File: src/rtl/spq_pkg.sv
package spq_pkg;

  typedef struct packed {
    logic [4:0]  prio;
    logic [63:0] name_hi;
    logic [63:0] name_mid;
    logic [63:0] name_lo;
    logic [7:0]  reg_hi;
    logic [63:0] reg_lo;
  } entry_t;

  localparam logic [1:0] CMD_INSERT = 2'd0;
  localparam logic [1:0] CMD_REMOVE = 2'd1;
  localparam logic [1:0] CMD_PEEK   = 2'd2;
  localparam logic [1:0] CMD_LIST   = 2'd3;

  localparam logic [1:0] ST_OK      = 2'd0;
  localparam logic [1:0] ST_EMPTY   = 2'd1;
  localparam logic [1:0] ST_FULL    = 2'd2;
  localparam logic [1:0] ST_BADPRIO = 2'd3;

  localparam logic [4:0] PRIO_MIN     = 5'd1;
  localparam logic [4:0] PRIO_MAX     = 5'd20;
  localparam logic [4:0] THRESH_RESET = 5'd10;

  localparam int MAX_RESULTS = 32;

endpackage

File: src/rtl/spq_if.sv
interface spq_req_if;
  logic        valid;
  logic        ready;
  logic [1:0]  cmd;
  logic [4:0]  priority_req;
  logic [63:0] name_word_hi;
  logic [63:0] name_word_mid;
  logic [63:0] name_word_lo;
  logic [7:0]  reg_word_hi;
  logic [63:0] reg_word_lo;

  modport source (
    output valid, cmd, priority_req, name_word_hi, name_word_mid, name_word_lo,
           reg_word_hi, reg_word_lo,
    input  ready
  );
  modport sink (
    input  valid, cmd, priority_req, name_word_hi, name_word_mid, name_word_lo,
           reg_word_hi, reg_word_lo,
    output ready
  );
endinterface

interface spq_rsp_if;
  logic        valid;
  logic        ready;
  logic [1:0]  status;
  logic [4:0]  out_priority;
  logic [63:0] out_name_hi;
  logic [63:0] out_name_mid;
  logic [63:0] out_name_lo;
  logic [7:0]  out_reg_hi;
  logic [63:0] out_reg_lo;
  logic        high_class;
  logic        last;

  modport source (
    output valid, status, out_priority, out_name_hi, out_name_mid, out_name_lo,
           out_reg_hi, out_reg_lo, high_class, last,
    input  ready
  );
  modport sink (
    input  valid, status, out_priority, out_name_hi, out_name_mid, out_name_lo,
           out_reg_hi, out_reg_lo, high_class, last,
    output ready
  );
endinterface

File: src/rtl/spq_ctrl.sv
module spq_ctrl #(
  parameter int CAPACITY = 32,
  parameter int IW       = 5,
  parameter int CW       = 6
) (
  input  logic            clk,
  input  logic            rst,
  spq_req_if.sink         req,
  spq_rsp_if.source       rsp,
  input  logic [4:0]      threshold,
  output logic            mem_we,
  output logic [IW-1:0]   mem_waddr,
  output spq_pkg::entry_t mem_wdata,
  output logic [IW-1:0]   mem_raddr,
  input  spq_pkg::entry_t mem_rdata
);

  localparam int LIM_MAX = (CAPACITY < spq_pkg::MAX_RESULTS) ? CAPACITY
                                                             : spq_pkg::MAX_RESULTS;

  localparam logic [3:0] S_IDLE  = 4'd0;
  localparam logic [3:0] S_DISP  = 4'd1;
  localparam logic [3:0] S_INS   = 4'd2;
  localparam logic [3:0] S_PUT0  = 4'd3;
  localparam logic [3:0] S_NEW   = 4'd4;
  localparam logic [3:0] S_ERR   = 4'd5;
  localparam logic [3:0] S_FRONT = 4'd6;
  localparam logic [3:0] S_SHIFT = 4'd7;
  localparam logic [3:0] S_LIST  = 4'd8;

  logic [3:0]      state, state_next;
  logic [1:0]      cmd;
  spq_pkg::entry_t new_e;
  logic [CW-1:0]   count, count_next;
  logic [IW-1:0]   cur, cur_next;
  logic [1:0]      err_code, err_code_next;

  logic            out_valid;
  spq_pkg::entry_t out_e;
  logic [1:0]      out_status;
  logic            out_high;
  logic            out_last;

  logic            out_free;
  logic            load;
  spq_pkg::entry_t load_e;
  logic [1:0]      load_status;
  logic            load_high;
  logic            load_last;
  logic [CW-1:0]   lim;

  assign out_free  = !out_valid || rsp.ready;
  assign req.ready = (state == S_IDLE);
  assign lim = (count > CW'(LIM_MAX)) ? CW'(LIM_MAX) : count;

  always_comb begin
    state_next    = state;
    count_next    = count;
    cur_next      = cur;
    err_code_next = err_code;
    mem_we        = 1'b0;
    mem_waddr     = cur;
    mem_wdata     = new_e;
    mem_raddr     = cur;
    load          = 1'b0;
    load_e        = mem_rdata;
    load_status   = spq_pkg::ST_OK;
    load_high     = 1'b0;
    load_last     = 1'b1;

    case (state)
      S_IDLE: begin
        if (req.valid) begin
          state_next = S_DISP;
        end
      end
      S_DISP: begin
        if (cmd == spq_pkg::CMD_INSERT) begin
          if (new_e.prio < spq_pkg::PRIO_MIN || new_e.prio > spq_pkg::PRIO_MAX) begin
            err_code_next = spq_pkg::ST_BADPRIO;
            state_next    = S_ERR;
          end else if (count == CW'(CAPACITY)) begin
            err_code_next = spq_pkg::ST_FULL;
            state_next    = S_ERR;
          end else if (count == '0) begin
            mem_we     = 1'b1;
            mem_waddr  = '0;
            count_next = count + 1'b1;
            state_next = S_NEW;
          end else begin
            // Walk down from the tail, moving larger entries up by one.
            cur_next   = IW'(count - 1'b1);
            mem_raddr  = IW'(count - 1'b1);
            state_next = S_INS;
          end
        end else if (count == '0) begin
          err_code_next = spq_pkg::ST_EMPTY;
          state_next    = S_ERR;
        end else begin
          cur_next   = '0;
          mem_raddr  = '0;
          state_next = (cmd == spq_pkg::CMD_LIST) ? S_LIST : S_FRONT;
        end
      end
      S_INS: begin
        if (mem_rdata.prio > new_e.prio) begin
          mem_we    = 1'b1;
          mem_waddr = cur + 1'b1;
          mem_wdata = mem_rdata;
          if (cur == '0) begin
            state_next = S_PUT0;
          end else begin
            cur_next  = cur - 1'b1;
            mem_raddr = cur - 1'b1;
          end
        end else begin
          mem_we     = 1'b1;
          mem_waddr  = cur + 1'b1;
          count_next = count + 1'b1;
          state_next = S_NEW;
        end
      end
      S_PUT0: begin
        mem_we     = 1'b1;
        mem_waddr  = '0;
        count_next = count + 1'b1;
        state_next = S_NEW;
      end
      S_NEW: begin
        load_e    = new_e;
        load_high = new_e.prio < threshold;
        if (out_free) begin
          load       = 1'b1;
          state_next = S_IDLE;
        end
      end
      S_ERR: begin
        load_e      = '0;
        load_status = err_code;
        if (out_free) begin
          load       = 1'b1;
          state_next = S_IDLE;
        end
      end
      S_FRONT: begin
        mem_raddr = '0;
        load_high = mem_rdata.prio < threshold;
        if (out_free) begin
          load = 1'b1;
          if (cmd == spq_pkg::CMD_REMOVE && count != CW'(1)) begin
            cur_next   = '0;
            mem_raddr  = IW'(1);
            state_next = S_SHIFT;
          end else begin
            if (cmd == spq_pkg::CMD_REMOVE) begin
              count_next = '0;
            end
            state_next = S_IDLE;
          end
        end
      end
      S_SHIFT: begin
        // Read data holds the entry one above cur; move it down.
        mem_we    = 1'b1;
        mem_waddr = cur;
        mem_wdata = mem_rdata;
        if (CW'(cur) + CW'(2) == count) begin
          count_next = count - 1'b1;
          state_next = S_IDLE;
        end else begin
          cur_next  = cur + 1'b1;
          mem_raddr = cur + IW'(2);
        end
      end
      S_LIST: begin
        load_high = mem_rdata.prio < threshold;
        load_last = (CW'(cur) + CW'(1) == lim);
        if (out_free) begin
          load = 1'b1;
          if (load_last) begin
            state_next = S_IDLE;
          end else begin
            cur_next  = cur + 1'b1;
            mem_raddr = cur + 1'b1;
          end
        end
      end
      default: begin
        state_next = S_IDLE;
      end
    endcase
  end

  always_ff @(posedge clk) begin
    if (rst) begin
      state     <= S_IDLE;
      count     <= '0;
      cur       <= '0;
      err_code  <= spq_pkg::ST_OK;
      out_valid <= 1'b0;
    end else begin
      state    <= state_next;
      count    <= count_next;
      cur      <= cur_next;
      err_code <= err_code_next;
      if (load) begin
        out_valid <= 1'b1;
      end else if (rsp.ready) begin
        out_valid <= 1'b0;
      end
    end
  end

  always_ff @(posedge clk) begin
    if (req.valid && req.ready) begin
      cmd            <= req.cmd;
      new_e.prio     <= req.priority_req;
      new_e.name_hi  <= req.name_word_hi;
      new_e.name_mid <= req.name_word_mid;
      new_e.name_lo  <= req.name_word_lo;
      new_e.reg_hi   <= req.reg_word_hi;
      new_e.reg_lo   <= req.reg_word_lo;
    end
    if (load) begin
      out_e      <= load_e;
      out_status <= load_status;
      out_high   <= load_high;
      out_last   <= load_last;
    end
  end

  assign rsp.valid        = out_valid;
  assign rsp.status       = out_status;
  assign rsp.out_priority = out_e.prio;
  assign rsp.out_name_hi  = out_e.name_hi;
  assign rsp.out_name_mid = out_e.name_mid;
  assign rsp.out_name_lo  = out_e.name_lo;
  assign rsp.out_reg_hi   = out_e.reg_hi;
  assign rsp.out_reg_lo   = out_e.reg_lo;
  assign rsp.high_class   = out_high;
  assign rsp.last         = out_last;

endmodule

File: src/flat_wrapper.sv
// flat-port wrapper written by rule: the top's interface ports become plain ports
module spq_ctrl_flat 
#(
  parameter int CAPACITY = 32,
  parameter int IW       = 5,
  parameter int CW       = 6
)
  (clk, rst, threshold, mem_we, mem_waddr, mem_wdata, mem_raddr, mem_rdata, req_valid, req_cmd, req_priority_req, req_name_word_hi, req_name_word_mid, req_name_word_lo, req_reg_word_hi, req_reg_word_lo, req_ready, rsp_valid, rsp_status, rsp_out_priority, rsp_out_name_hi, rsp_out_name_mid, rsp_out_name_lo, rsp_out_reg_hi, rsp_out_reg_lo, rsp_high_class, rsp_last, rsp_ready);
  spq_req_if req_i ();
  spq_rsp_if rsp_i ();
  input  logic clk;
  input  logic rst;
  input  logic [4:0] threshold;
  output logic mem_we;
  output logic [IW-1:0] mem_waddr;
  output spq_pkg::entry_t mem_wdata;
  output logic [IW-1:0] mem_raddr;
  input  spq_pkg::entry_t mem_rdata;
  input wire logic [$bits(req_i.valid)-1:0] req_valid;
  input wire logic [$bits(req_i.cmd)-1:0] req_cmd;
  input wire logic [$bits(req_i.priority_req)-1:0] req_priority_req;
  input wire logic [$bits(req_i.name_word_hi)-1:0] req_name_word_hi;
  input wire logic [$bits(req_i.name_word_mid)-1:0] req_name_word_mid;
  input wire logic [$bits(req_i.name_word_lo)-1:0] req_name_word_lo;
  input wire logic [$bits(req_i.reg_word_hi)-1:0] req_reg_word_hi;
  input wire logic [$bits(req_i.reg_word_lo)-1:0] req_reg_word_lo;
  output wire logic [$bits(req_i.ready)-1:0] req_ready;
  output wire logic [$bits(rsp_i.valid)-1:0] rsp_valid;
  output wire logic [$bits(rsp_i.status)-1:0] rsp_status;
  output wire logic [$bits(rsp_i.out_priority)-1:0] rsp_out_priority;
  output wire logic [$bits(rsp_i.out_name_hi)-1:0] rsp_out_name_hi;
  output wire logic [$bits(rsp_i.out_name_mid)-1:0] rsp_out_name_mid;
  output wire logic [$bits(rsp_i.out_name_lo)-1:0] rsp_out_name_lo;
  output wire logic [$bits(rsp_i.out_reg_hi)-1:0] rsp_out_reg_hi;
  output wire logic [$bits(rsp_i.out_reg_lo)-1:0] rsp_out_reg_lo;
  output wire logic [$bits(rsp_i.high_class)-1:0] rsp_high_class;
  output wire logic [$bits(rsp_i.last)-1:0] rsp_last;
  input wire logic [$bits(rsp_i.ready)-1:0] rsp_ready;
  assign req_i.valid = req_valid;
  assign req_i.cmd = req_cmd;
  assign req_i.priority_req = req_priority_req;
  assign req_i.name_word_hi = req_name_word_hi;
  assign req_i.name_word_mid = req_name_word_mid;
  assign req_i.name_word_lo = req_name_word_lo;
  assign req_i.reg_word_hi = req_reg_word_hi;
  assign req_i.reg_word_lo = req_reg_word_lo;
  assign req_ready = req_i.ready;
  assign rsp_valid = rsp_i.valid;
  assign rsp_status = rsp_i.status;
  assign rsp_out_priority = rsp_i.out_priority;
  assign rsp_out_name_hi = rsp_i.out_name_hi;
  assign rsp_out_name_mid = rsp_i.out_name_mid;
  assign rsp_out_name_lo = rsp_i.out_name_lo;
  assign rsp_out_reg_hi = rsp_i.out_reg_hi;
  assign rsp_out_reg_lo = rsp_i.out_reg_lo;
  assign rsp_high_class = rsp_i.high_class;
  assign rsp_last = rsp_i.last;
  assign rsp_i.ready = rsp_ready;
  spq_ctrl #(.CAPACITY(CAPACITY), .IW(IW), .CW(CW)) u_core (.clk(clk), .rst(rst), .req(req_i), .rsp(rsp_i), .threshold(threshold), .mem_we(mem_we), .mem_waddr(mem_waddr), .mem_wdata(mem_wdata), .mem_raddr(mem_raddr), .mem_rdata(mem_rdata));
endmodule
File: config.mk
export PLATFORM = sky130hd
export DESIGN_NAME = spq_ctrl_flat
export DESIGN_NICKNAME = d
export VERILOG_FILES = /design/src/rtl/spq_pkg.sv /design/src/rtl/spq_if.sv /design/src/rtl/spq_ctrl.sv /design/src/flat_wrapper.sv
export SDC_FILE = /design/constraint.sdc
export NUM_CORES = 1
export LEC_CHECK = 0
export BUFFER_PORTS_ARGS = -buffer_cell sky130_fd_sc_hd__clkbuf_2
export CAP_MARGIN = 30
export CORE_AREA = 2 2 428 430
export CTS_BUF_LIST = sky130_fd_sc_hd__clkbuf_16
export DETAILED_ROUTE_END_ITERATION = 8
export DIE_AREA = 0 0 430 432
export PLACE_DENSITY = 0.32
export SLEW_MARGIN = 25
export SYNTH_ARGS = -nofsm -noshare
export SYNTH_HDL_FRONTEND = slang
export SYNTH_SLANG_ARGS = --single-unit
export TNS_END_PERCENT = 100
File: constraint.sdc
create_clock -name clk -period 19.4 [get_ports clk]
set_clock_uncertainty 0.05 [all_clocks]
set_input_delay 0.97 -clock clk [delete_from_list [all_inputs] [get_ports clk]]
set_output_delay 0.97 -clock clk [all_outputs]
set_load 0.01 [all_outputs]
==> results.py, run 1 <==
metrics = {
    "outcome": {
        "status": "finished clean",
    },
    "placed_design": {
        "dpl_worst_slack_ns": 13.99,
        "hpwl_mm": 113,
        "io_buffers": 1103,
        "gp_congestion": 0.873,
    },
    "critical_path": {
        "worstSetupPathType": "reg -> out",
        "reg2reg_from": "u_core.state[3]$_SDFFE_PP0P_",
        "arrival_ns": 4.54,
        "startpoint_type": "flop",
        "endpoint_kind": "output port",
        "ff2ff_path_depth": 7,
        "cp.required_ns": 18.38,
        "critPathMaxFanout": 134,
        "r2r_setup_slack_ns": 14.57,
        "reg2reg_to": "u_core.rsp.out_name_mid[8]$_DFFE_PP_",
    },
    "clock_network": {
        "cts_resized": 0,
        "clkSinkCount": 562,
        "ctsHtreeMaxLevel": 3,
        "cts_tree": "yes",
        "clk_pin_slew_worst_paths_ns": 0.06,
        "clock-root-buffer": "clkbuf_16",
        "hold_buffers": 0,
        "clock_path_buffers": 3,
        "cts_setup_buffers": 0,
        "numCtsBuffers": 81,
        "insertion_delay_ns": 0.69,
    },
    "final_layout": {
        "layout-drive-gt1-share_pct": 56.0,
        "final_util_pct": 19.8,
        "nNetsFinal": 3258,
        "syn_to_final_growth_pct": 43.7,
    },
    "floorplan": {
        "die_area_um2": 186000,
        "fp.dieH_um": 432,
        "ioPinCount": 1104,
        "die_w_um": 430,
        "start_util_pct": 13.8,
        "rows": 157,
        "core-area_um2": 182000,
    },
    "synth": {
        "syn-num-nets": 2162,
        "yosysTopAreaCell": "edfxtp_1",
        "synth_top_area_share_pct": 65.3,
        "ys_ff_latch": 562,
        "syn_avg_cell_area_um2": 15.7,
        "ys_top_cells_by_area": "edfxtp_1, mux2_2, a22o_1, dfxtp_1, clkbuf_1",
        "synth_seq_area_share_pct": 66.8,
        "ys_warn_count": 0,
        "synthArstFlopShare_pct": 0,
        "synth_edf_count": 544,
        "synth_flop_cell": "edfxtp_1",
        "synthesis.area_um2": 25000,
        "synth.distinct_cells": 70,
        "synthesis.instances": 1591,
    },
    "routing": {
        "wl_per_cell_um": 27.9,
        "viasPerCell": 3.81,
        "first_iter_violations": 1053,
        "drt-total-wl_mm": 143,
        "drtPass1Iterations": 5,
        "vias": 19600,
        "drc": 0,
        "antenna_left": 0,
    },
    "grt": {
        "grt_util_all_layers_pct": 14.9,
        "use_met3_pct": 6.23,
        "grt_pass1_vias": 20200,
        "busiest_layer": "met2",
        "met1_usage_pct": 17.2,
        "grt_start_max_net_pins": 135,
        "grt_pass1_wl_mm": 187,
        "use_met2_pct": 25.0,
        "antenna_found_initial": 29,
        "grt-ovfl-total": 0,
    },
    "timing": {
        "setup_slack_ns": 13.84,
        "slew_viol_final": 0,
        "rsz0062_at_grt": "false",
        "fmax_mhz": 180,
        "finalCritPeriodShare_pct": 28.6,
        "finalHoldViolCount": 0,
        "worst_slew_pin_slew_ns": 1.12,
        "layout_min_cycle_time_ns": 5.56,
        "setup_tns_ns": 0,
        "slew_headroom_pct": 25.0,
        "setup_viol": 0,
    },
    "flow_run": {
        "drv_cap": 0,
    },
    "worst_hold_path": {
        "min_path_cells": 1,
        "hold_start": "req_name_word_mid[61]",
        "hold_end": "u_core.new_e[197]$_DFFE_PP_",
        "min_path_type": "in -> reg",
    },
    "pwr": {
        "p_leak_nw": 14.3,
        "power_mw": 4.90,
        "powerDensity_nw_per_um2": 136,
        "peakVddDrop_mv": 0.0619,
    },
}
## cell families (layout without fill, tap and decap cells)
| kind of cell | Yosys count | count (layout) | share of synthesized area [%] |
|---|---|---|---|
| AOI/OAI and AO/OA | 401 | 401 | 12.9 |
| xor gates and xnor gates | 18 | 18 | 0.686 |
| adders and majority gates | 22 | 22 | 1.10 |
| buffers and inverters | 143 | 1301 | 2.47 |
| DFF | 562 | 562 | 66.8 |
| muxes | 274 | 274 | 12.3 |
| other | 0 | 10 | 0 |
| and+or+nand+nor | 171 | 171 | 3.70 |
## flip-flops by register name, indices dropped and copies added, names as in the netlist, 2 cells and up
| signal | cells |
|---|---|
| u_core.cur | 5 |
| u_core.rsp.status | 2 |
| u_core.state | 4 |
| u_core.rsp.out_priority | 5 |
| u_core.rsp.out_name_mid | 64 |
| u_core.cmd | 2 |
| u_core.rsp.out_reg_lo | 64 |
| u_core.count | 6 |
| u_core.err_code | 2 |
| u_core.rsp.out_reg_hi | 8 |
| u_core.rsp.out_name_hi | 64 |
| u_core.rsp.out_name_lo | 64 |
| u_core.new_e | 269 |
## worst max-delay path by stage
stage          cells past startpoint  slack [ns]                    startpoint                               to
3_3_place_gp                      11       13.92                mem_rdata[266]                    mem_wdata[52]
6_report                          11       13.84   u_core.new_e[266]$_DFFE_PP_                   mem_wdata[262]
4_1_cts                           11       13.72   u_core.new_e[266]$_DFFE_PP_                    mem_wdata[52]
2_1_floorplan                      6        5.85  u_core.state[2]$_SDFFE_PP0P_  u_core.rsp.high_class$_DFFE_PP_
5_1_grt                           11       13.49   u_core.new_e[266]$_DFFE_PP_                   mem_wdata[108]
3_5_place_dp                      11       13.99                mem_rdata[266]                    mem_wdata[52]
## power by group
group / total (mW) / internal, mW / switching [mW]
Combinational: 1.46 / 0.487 / 0.969
Sequential: 1.94 / 1.76 / 0.182
Clock: 1.51 / 0.877 / 0.629
## synth_stat cells (all sizes together), types with 5 or more instances
library cell / count
clkbuf: 75
nor2b: 10
a21o: 5
nor3: 13
nor4: 5
edfxtp: 544
and3: 5
o21ai: 35
or3: 9
mux2i: 5
xor2: 5
nand2b: 13
a211oi: 8
a21oi: 34
nor2: 46
mux2: 269
a221oi: 5
xnor2: 12
and2: 8
nand2: 34
ha: 22
a22o: 269
nand3: 7
inv: 22
dfxtp: 18
buf: 46
a22oi: 8
## stage by stage
step                      area, um2  hold slack (ns)  std cells
after detailed placement      33300            0.422       4989
final                         35900            0.395       5144
after CTS                     35900            0.280       5134
after global placement        33300            0.417       4988
after floorplan               25000            0.395       1591
after global routing          35900            0.312       5143
## placed cells by master, fill, tap and decap left out, types with 17 or more instances in the layout
cell type and count:
o21ai_0 32, mux2_2 269, a22o_1 269, buf_4 28, clkinv_1 17, nor2_1 44, edfxtp_1 544, ha_1 22
inv_1 34, a21oi_1 34, clkbuf_16 84, dfxtp_1 18, clkbuf_2 1103, nand2_1 34
## per-layer routing
layer | vias up | routed length, um
met5 | - | 80
met1 | 9985 | 56300
met3 | 157 | 12900
li1 | 8641 | -
met2 | 781 | 70500
met4 | 12 | 3580
## critical path, cell delays in order, from the launching register on
cell and delay [ns]:
edfxtp_1 0.47, inv_1 0.07, ha_1 0.28, o21ai_0 0.17
a21oi_1 0.07, o31ai_2 0.29, buf_4 0.23, nor2_1 0.08
nor2_4 0.70, buf_12 0.43, mux2_2 0.44, clkbuf_2 0.13
## layout make-up
cell class              count  area [um2]
diodes                     10        25.0
clock buffers              84        2100
clock inverters            61         522
fillers                 19800      146000
inverters                  22        82.6
multi-input cells         886        7720
flip-flops and latches    562       16700
well taps                2385        2980
repair buffers           1134        5790
Note: power is estimated with default switching activity, not from simulation.
==> run 2, diff against run 1 <==
Clock period 19.4 ns to 5.75 ns, I/O delays scaled along.
==> run 2 against run 1 <==
  * Cell count grew 9.7%
  * Cell area grew 14%
  * Sequential power grew to 3.4 times the previous value
  * Count of clock-buffer cells in the layout shrank 2
  * Global-route usage is essentially flat
  * Non-clock buffer count grew 512
  * Die area is the same
  * Wire length grew 0.47%
  * Critical path depth is the same
  * Largest power group unchanged
  * Highest routed layer unchanged
==> results.py, run 2 (synthesis results as in run 1) <==
metrics = {
    "timing": {
        "worst_slew_pin_slew_ns": 0.897,
        "finalCritPeriodShare_pct": 80.4,
        "layout_min_cycle_time_ns": 4.63,
        "holdWs_ns": 0.0332,
        "slew_headroom_pct": 40.0,
        "finalHoldViolCount": 0,
        "fmax_mhz": 216,
        "setup_viol": 0,
        "rsz0062_at_grt": "false",
        "setup_slack_ns": 1.12,
        "setup_tns_ns": 0,
        "slew_viol_final": 0,
    },
    "grt": {
        "antenna_found_initial": 11,
        "grt_start_max_net_pins": 128,
        "grt-ovfl-total": 0,
        "grt_pass1_vias": 22700,
        "grt_util_all_layers_pct": 14.9,
        "grt_pass1_wl_mm": 191,
    },
    "clock_network": {
        "ctsHtreeMaxLevel": 3,
        "cts_tree": "yes",
        "clock-root-buffer": "clkbuf_16",
        "cts_resized": 0,
        "cts_setup_buffers": 0,
        "clkSinkCount": 562,
        "clock_path_buffers": 3,
        "hold_buffers": 506,
        "clk_pin_slew_worst_paths_ns": 0.06,
        "numCtsBuffers": 79,
        "insertion_delay_ns": 0.71,
    },
    "pwr": {
        "powerDensity_nw_per_um2": 409,
        "p_leak_nw": 16.5,
        "power_frac_seq_pct": 38.7,
        "swShare_pct": 36.1,
        "power_frac_comb_pct": 31.8,
        "internal-power_mw": 10.7,
        "power_switching_mw": 6.05,
        "peakVddDrop_mv": 0.236,
        "p_clk_share_pct": 29.4,
    },
    "floorplan": {
        "ioPinCount": 1104,
        "rows": 157,
        "core-area_um2": 182000,
        "die_w_um": 430,
        "die_area_um2": 186000,
        "fp.dieH_um": 432,
        "start_util_pct": 13.8,
    },
    "routing": {
        "first_iter_violations": 1222,
        "antenna_left": 0,
        "viasPerCell": 3.83,
        "vias": 21600,
        "drtPass1Iterations": 5,
        "drc": 0,
        "drt-total-wl_mm": 144,
        "wl_per_cell_um": 25.5,
    },
    "final_layout": {
        "nNetsFinal": 3768,
        "syn_to_final_growth_pct": 64.3,
        "final_cell_mix": "clkbuf_2, edfxtp_1, dlygate4sd3_1, mux2_2, a22o_1",
        "largest-register": "u_core.new_e",
        "layout-drive-gt1-share_pct": 47.2,
        "largest_register_ffs": 269,
        "mostFrequentLayoutCell": "clkbuf_2",
    },
    "placed_design": {
        "gp_congestion": 0.860,
        "hpwl_mm": 112,
        "dpl_worst_slack_ns": 1.86,
        "io_buffers": 1103,
    },
    "worst_hold_path": {
        "min_path_type": "in -> reg",
    },
    "critical_path": {
        "path_cells": "inv_1 -> ha_1 -> o21ai_0 -> a21oi_1 -> o31ai_2 -> nor2_1 -> nor2_4 -> buf_12 -> buf_16 -> mux2_2 -> clkbuf_2",
        "worstSetupPathType": "reg -> out",
        "arrival_ns": 4.29,
        "cp.required_ns": 5.41,
        "slowest_stage": "o31ai_2",
        "startpoint_type": "flop",
        "endpoint_kind": "output port",
        "timing.critical_path.buf_inv": 4,
        "critPathMaxFanout": 108,
        "cp_top_family": "compound AO/OA/AOI/OAI gates",
        "slowest_delay_ns": 0.69,
    },
    "flow_run": {
        "drv_cap": 0,
    },
    "outcome": {
        "status": "finished clean",
    },
}
==> run 2: changes by cell type in the layout (fill, tap and decap cells not counted), sizes merged <==
cell | before | now
buf | 31 | 36
clkinv | 30 | 32
inv | 37 | 38
clkbuf | 1187 | 1185
clkinvlp | 9 | 0
dlygate4sd3 | 0 | 507
diode | 10 | 6
==> run 2: per-layer routing <==
| metal | GRT usage [%] | vias to the layer above | part of all wire [%] |
|---|---|---|---|
| li1 | - | 9641 | - |
| met1 | 17.0 | 11000 | 39 |
| met2 | 25.0 | 858 | 49 |
| met3 | 6.30 | 171 | 9.3 |
| met4 | 4.73 | 4 | 2.9 |
| met5 | 0 | - | 0.015 |
==> run 2: metrics by stage <==
step / util, % / instance area [um2] / instances / power (mW)
5_1_grt: 22.6 / 41100 / 5641 / 17.6
3_3_place_gp: 18.4 / 33400 / 4992 / 11.8
6_report: 22.6 / 41100 / 5644 / 16.8
3_5_place_dp: 18.4 / 33400 / 4993 / 11.8
4_1_cts: 22.6 / 41000 / 5636 / 17.2
2_1_floorplan: - / 25000 / 1591 / 8.83
==> run 2: layout make-up <==
type	count	area [um2]
fillers	19500	141000
flip-flops and latches	562	16700
repair buffers	1646	11000
multi-input cells	886	7720
well taps	2385	2980
clock buffers	82	2050
clock inverters	55	484
inverters	22	82.6
diodes	6	15.0
==> run 2: worst paths after layout <==
kind | start | endpoint | slack [ns] | depth (start not counted)
hold / removal | mem_rdata[218] | u_core.rsp.out_name_hi[18]$_DFFE_PP_ | 0.03 | 2
setup reg to reg | u_core.cur[2]$_SDFFE_PP0P_ | u_core.count[5]$_SDFFE_PP0P_ | 2.23 | 9
hold reg to reg | u_core.err_code[0]$_SDFFE_PP0P_ | u_core.err_code[0]$_SDFFE_PP0P_ | 0.44 | 2
setup / recovery | u_core.new_e[266]$_DFFE_PP_ | mem_wdata[132] | 1.12 | 11
==> run 2: power by group through the flow <==
stage / sequential, mW / clock, mW / combinational [mW]
floorplan: 6.67 / 0 / 2.16
CTS: 6.51 / 5.14 / 5.52
finish: 6.50 / 4.94 / 5.34
global placement: 6.59 / 0 / 5.25
global route: 6.60 / 5.26 / 5.76
detailed placement: 6.57 / 0 / 5.20
==> run 3, diff against run 2 <==
Settings changed: ABC_AREA set to 1, CORE_AREA 2 2 428 430 to 2 2 426 428, DIE_AREA 0 0 430 432 to 0 0 428 430, PLACE_DENSITY 0.32 to 0.34.
Clock period 5.75 ns to 4 ns, I/O delays scaled along.
==> run 3 against run 2 <==
  * Flip-flop and latch count is the same
  * Worst hold slack lost 0.024 ns
  * Count of clock-buffer cells in the layout down 1
  * Cell area grew 2.3%
  * Highest routed layer unchanged
  * Via count increased by 17%
  * Largest power group is now combinational cells
  * Cell count grew 16%
  * Synthesized cell count is 56% higher
==> results.py, run 3 <==
metrics = {
    "clock_network": {
        "ctsHtreeMaxLevel": 3,
        "numCtsBuffers": 81,
        "clkSinkCount": 562,
        "cts_tree": "yes",
        "clock-root-buffer": "clkbuf_16",
        "clock_path_buffers": 3,
        "insertion_delay_ns": 0.73,
        "clk_pin_slew_worst_paths_ns": 0.05,
    },
    "final_layout": {
        "final_cell_mix": "clkbuf_2, o21ai_0, edfxtp_1, dlygate4sd3_1, nand2_1",
        "layout-drive-gt1-share_pct": 31.5,
        "nNetsFinal": 4663,
        "largest-register": "u_core.new_e",
        "mostFrequentLayoutCell": "clkbuf_2",
        "final_util_pct": 23.4,
        "fill_cells": 19800,
        "largest_register_ffs": 269,
        "syn_to_final_growth_pct": 64.6,
    },
    "synth": {
        "synth.distinct_cells": 37,
        "ys_ff_latch": 562,
        "synth_most_common_cell": "o21ai_0",
        "ys_warn_count": 0,
        "yosysTopAreaCell": "edfxtp_1",
        "synth_top_family_by_area": "compound AO/OA/AOI/OAI gates",
        "synth_flop_cell": "edfxtp_1",
        "synth_top_area_share_pct": 64.0,
        "synthAdderAreaFrac_pct": 1.08,
        "synth_xor_xnor_area_share_pct": 0.446,
        "synthArstFlopShare_pct": 0,
        "synth-simple-area-share_pct": 7.96,
        "synthesis.area_um2": 25500,
        "ys_top_cells_by_count": "o21ai_0, edfxtp_1, nand2_1",
        "syn_avg_cell_area_um2": 10.3,
        "syn-num-nets": 3057,
        "synthesis.instances": 2486,
        "synth_seq_area_share_pct": 65.4,
        "synth_edf_count": 544,
        "yosys-mux-area-fraction_pct": 0,
        "synth_compound_area_share_pct": 17.7,
        "ys_top_cells_by_area": "edfxtp_1, o21ai_0, nand2_1, inv_1, clkbuf_1",
    },
    "timing": {
        "setup_viol": 0,
        "rsz0062_at_grt": "false",
        "finalHoldViolCount": 0,
        "worst_slew_pin_slew_ns": 1.09,
        "layout_min_cycle_time_ns": 3.66,
        "finalCritPeriodShare_pct": 91.4,
        "setup_slack_ns": 0.343,
        "slew_headroom_pct": 27.2,
        "slew_viol_final": 0,
        "fmax_mhz": 273,
    },
    "grt": {
        "use_met2_pct": 30.8,
        "grt_pass1_vias": 25400,
        "antenna_found_initial": 34,
        "grt_util_all_layers_pct": 17.4,
        "grt_pass1_wl_mm": 221,
        "grt-ovfl-total": 0,
        "use_met3_pct": 5.20,
        "busiest_layer": "met2",
        "grt_start_max_net_pins": 132,
        "met1_usage_pct": 20.2,
    },
    "routing": {
        "wl_per_cell_um": 25.6,
        "viasPerCell": 3.89,
        "antenna_left": 0,
        "drc": 0,
        "first_iter_violations": 1735,
        "drt-total-wl_mm": 167,
        "drtPass1Iterations": 5,
        "vias": 25400,
    },
    "pwr": {
        "p_leak_nw": 17.4,
        "peakVddDrop_mv": 0.479,
        "powerDensity_nw_per_um2": 640,
    },
    "floorplan": {
        "start_util_pct": 14.2,
        "die_w_um": 428,
        "die_area_um2": 184000,
        "fp.dieH_um": 430,
        "rows": 156,
        "core-area_um2": 180000,
        "ioPinCount": 1104,
    },
    "critical_path": {
        "startpoint_type": "flop",
        "worstSetupPathType": "reg -> out",
        "arrival_ns": 3.41,
        "cp.required_ns": 3.75,
        "critPathMaxFanout": 56,
        "ff2ff_path_depth": 10,
        "endpoint_kind": "output port",
    },
    "placed_design": {
        "hpwl_mm": 130,
        "io_buffers": 1103,
        "gp_congestion": 0.953,
        "dpl_worst_slack_ns": 0.909,
    },
    "flow_run": {
        "drv_cap": 0,
    },
    "worst_hold_path": {
        "min_path_type": "in -> reg",
        "min_path_cells": 3,
    },
    "outcome": {
        "status": "finished clean",
    },
}
-- run 3: where the power goes --
part / internal, mW / total (mW) / switching [mW] / leakage, nW
combinational: 2.83 / 10.1 / 7.27 / 10.8
sequential: 8.77 / 9.41 / 0.643 / 5.22
clock: 4.24 / 7.39 / 3.16 / 1.32
total: 15.8 / 26.9 / 11.1 / 17.4
-- run 3: path summary, 6_finish.rpt --
path	startpoint	endpoint	slack, ns
max	u_core.new_e[268]$_DFFE_PP_	mem_wdata[103]	0.34
min	mem_rdata[133]	u_core.rsp.out_name_lo[61]$_DFFE_PP_	0.009
max reg2reg	u_core.cur[2]$_SDFFE_PP0P_	u_core.count[5]$_SDFFE_PP0P_	1.18
min reg2reg	u_core.err_code[0]$_SDFFE_PP0P_	u_core.err_code[0]$_SDFFE_PP0P_	0.41
-- run 3: area by class of cell --
cell class	count	area, um2	share of cell area (%)
Sequential cell	562	16700	39.8
Timing Repair Buffer	1679	11400	27.2
Multi-Input combinational cell	1435	7000	16.7
Tap cell	2370	2970	7.06
Clock buffer	81	2030	4.82
Inverter	333	1270	3.02
Clock inverter	65	632	1.50
Antenna cell	4	10.0	0.0238
-- run 3: per-layer routing --
metal,wire (um),part of all wire [%]
met5,42,0.025
met4,5050,3.0
met3,11500,6.9
met2,84400,51
met1,65800,39
-- run 3: worst max-delay path, cell delays in order, from the launching register on --
cell      delay [ns]
edfxtp_1        0.39
inv_1           0.08
ha_1            0.30
nand2_1         0.07
nor2_1          0.13
nand2_1         0.07
o211ai_1        0.10
nand2_2         0.17
o21ai_4         0.27
buf_12          0.23
buf_12          0.26
nand2_1         0.08
o21ai_0         0.24
clkbuf_2        0.25
-- run 3: through the flow --
step / std cells / power (mW) / setup TNS, ns / hold WS, ns / area (um2)
after floorplan: 2486 / 13.9 / -751.16 / 0.249 / 25600
after global placement: 5855 / 19.5 / 0 / 0.328 / 34100
after detailed placement: 5857 / 19.5 / 0 / 0.329 / 34100
after CTS: 6521 / 27.6 / 0 / 0.0142 / 41900
after global routing: 6528 / 28.5 / 0 / 0.0267 / 42000
final: 6529 / 26.9 / 0 / 0.00941 / 42000
-- run 3: cells by family after synthesis --
logic type | count (synthesis)
compound gates | 890
flops | 562
simple gates | 510
buf+inv | 489
fa+ha+maj | 22
xor+xnor | 13
-- run 3: timing repair --
| action | CTS | global route |
|---|---|---|
| setup endpoints to repair | 0 | 40 |
| hold endpoints to repair | 524 | 2 |
| hold buffers | 518 | 2 |
| buffers inserted | 0 | 1 |
| resized for setup | 0 | 4 |
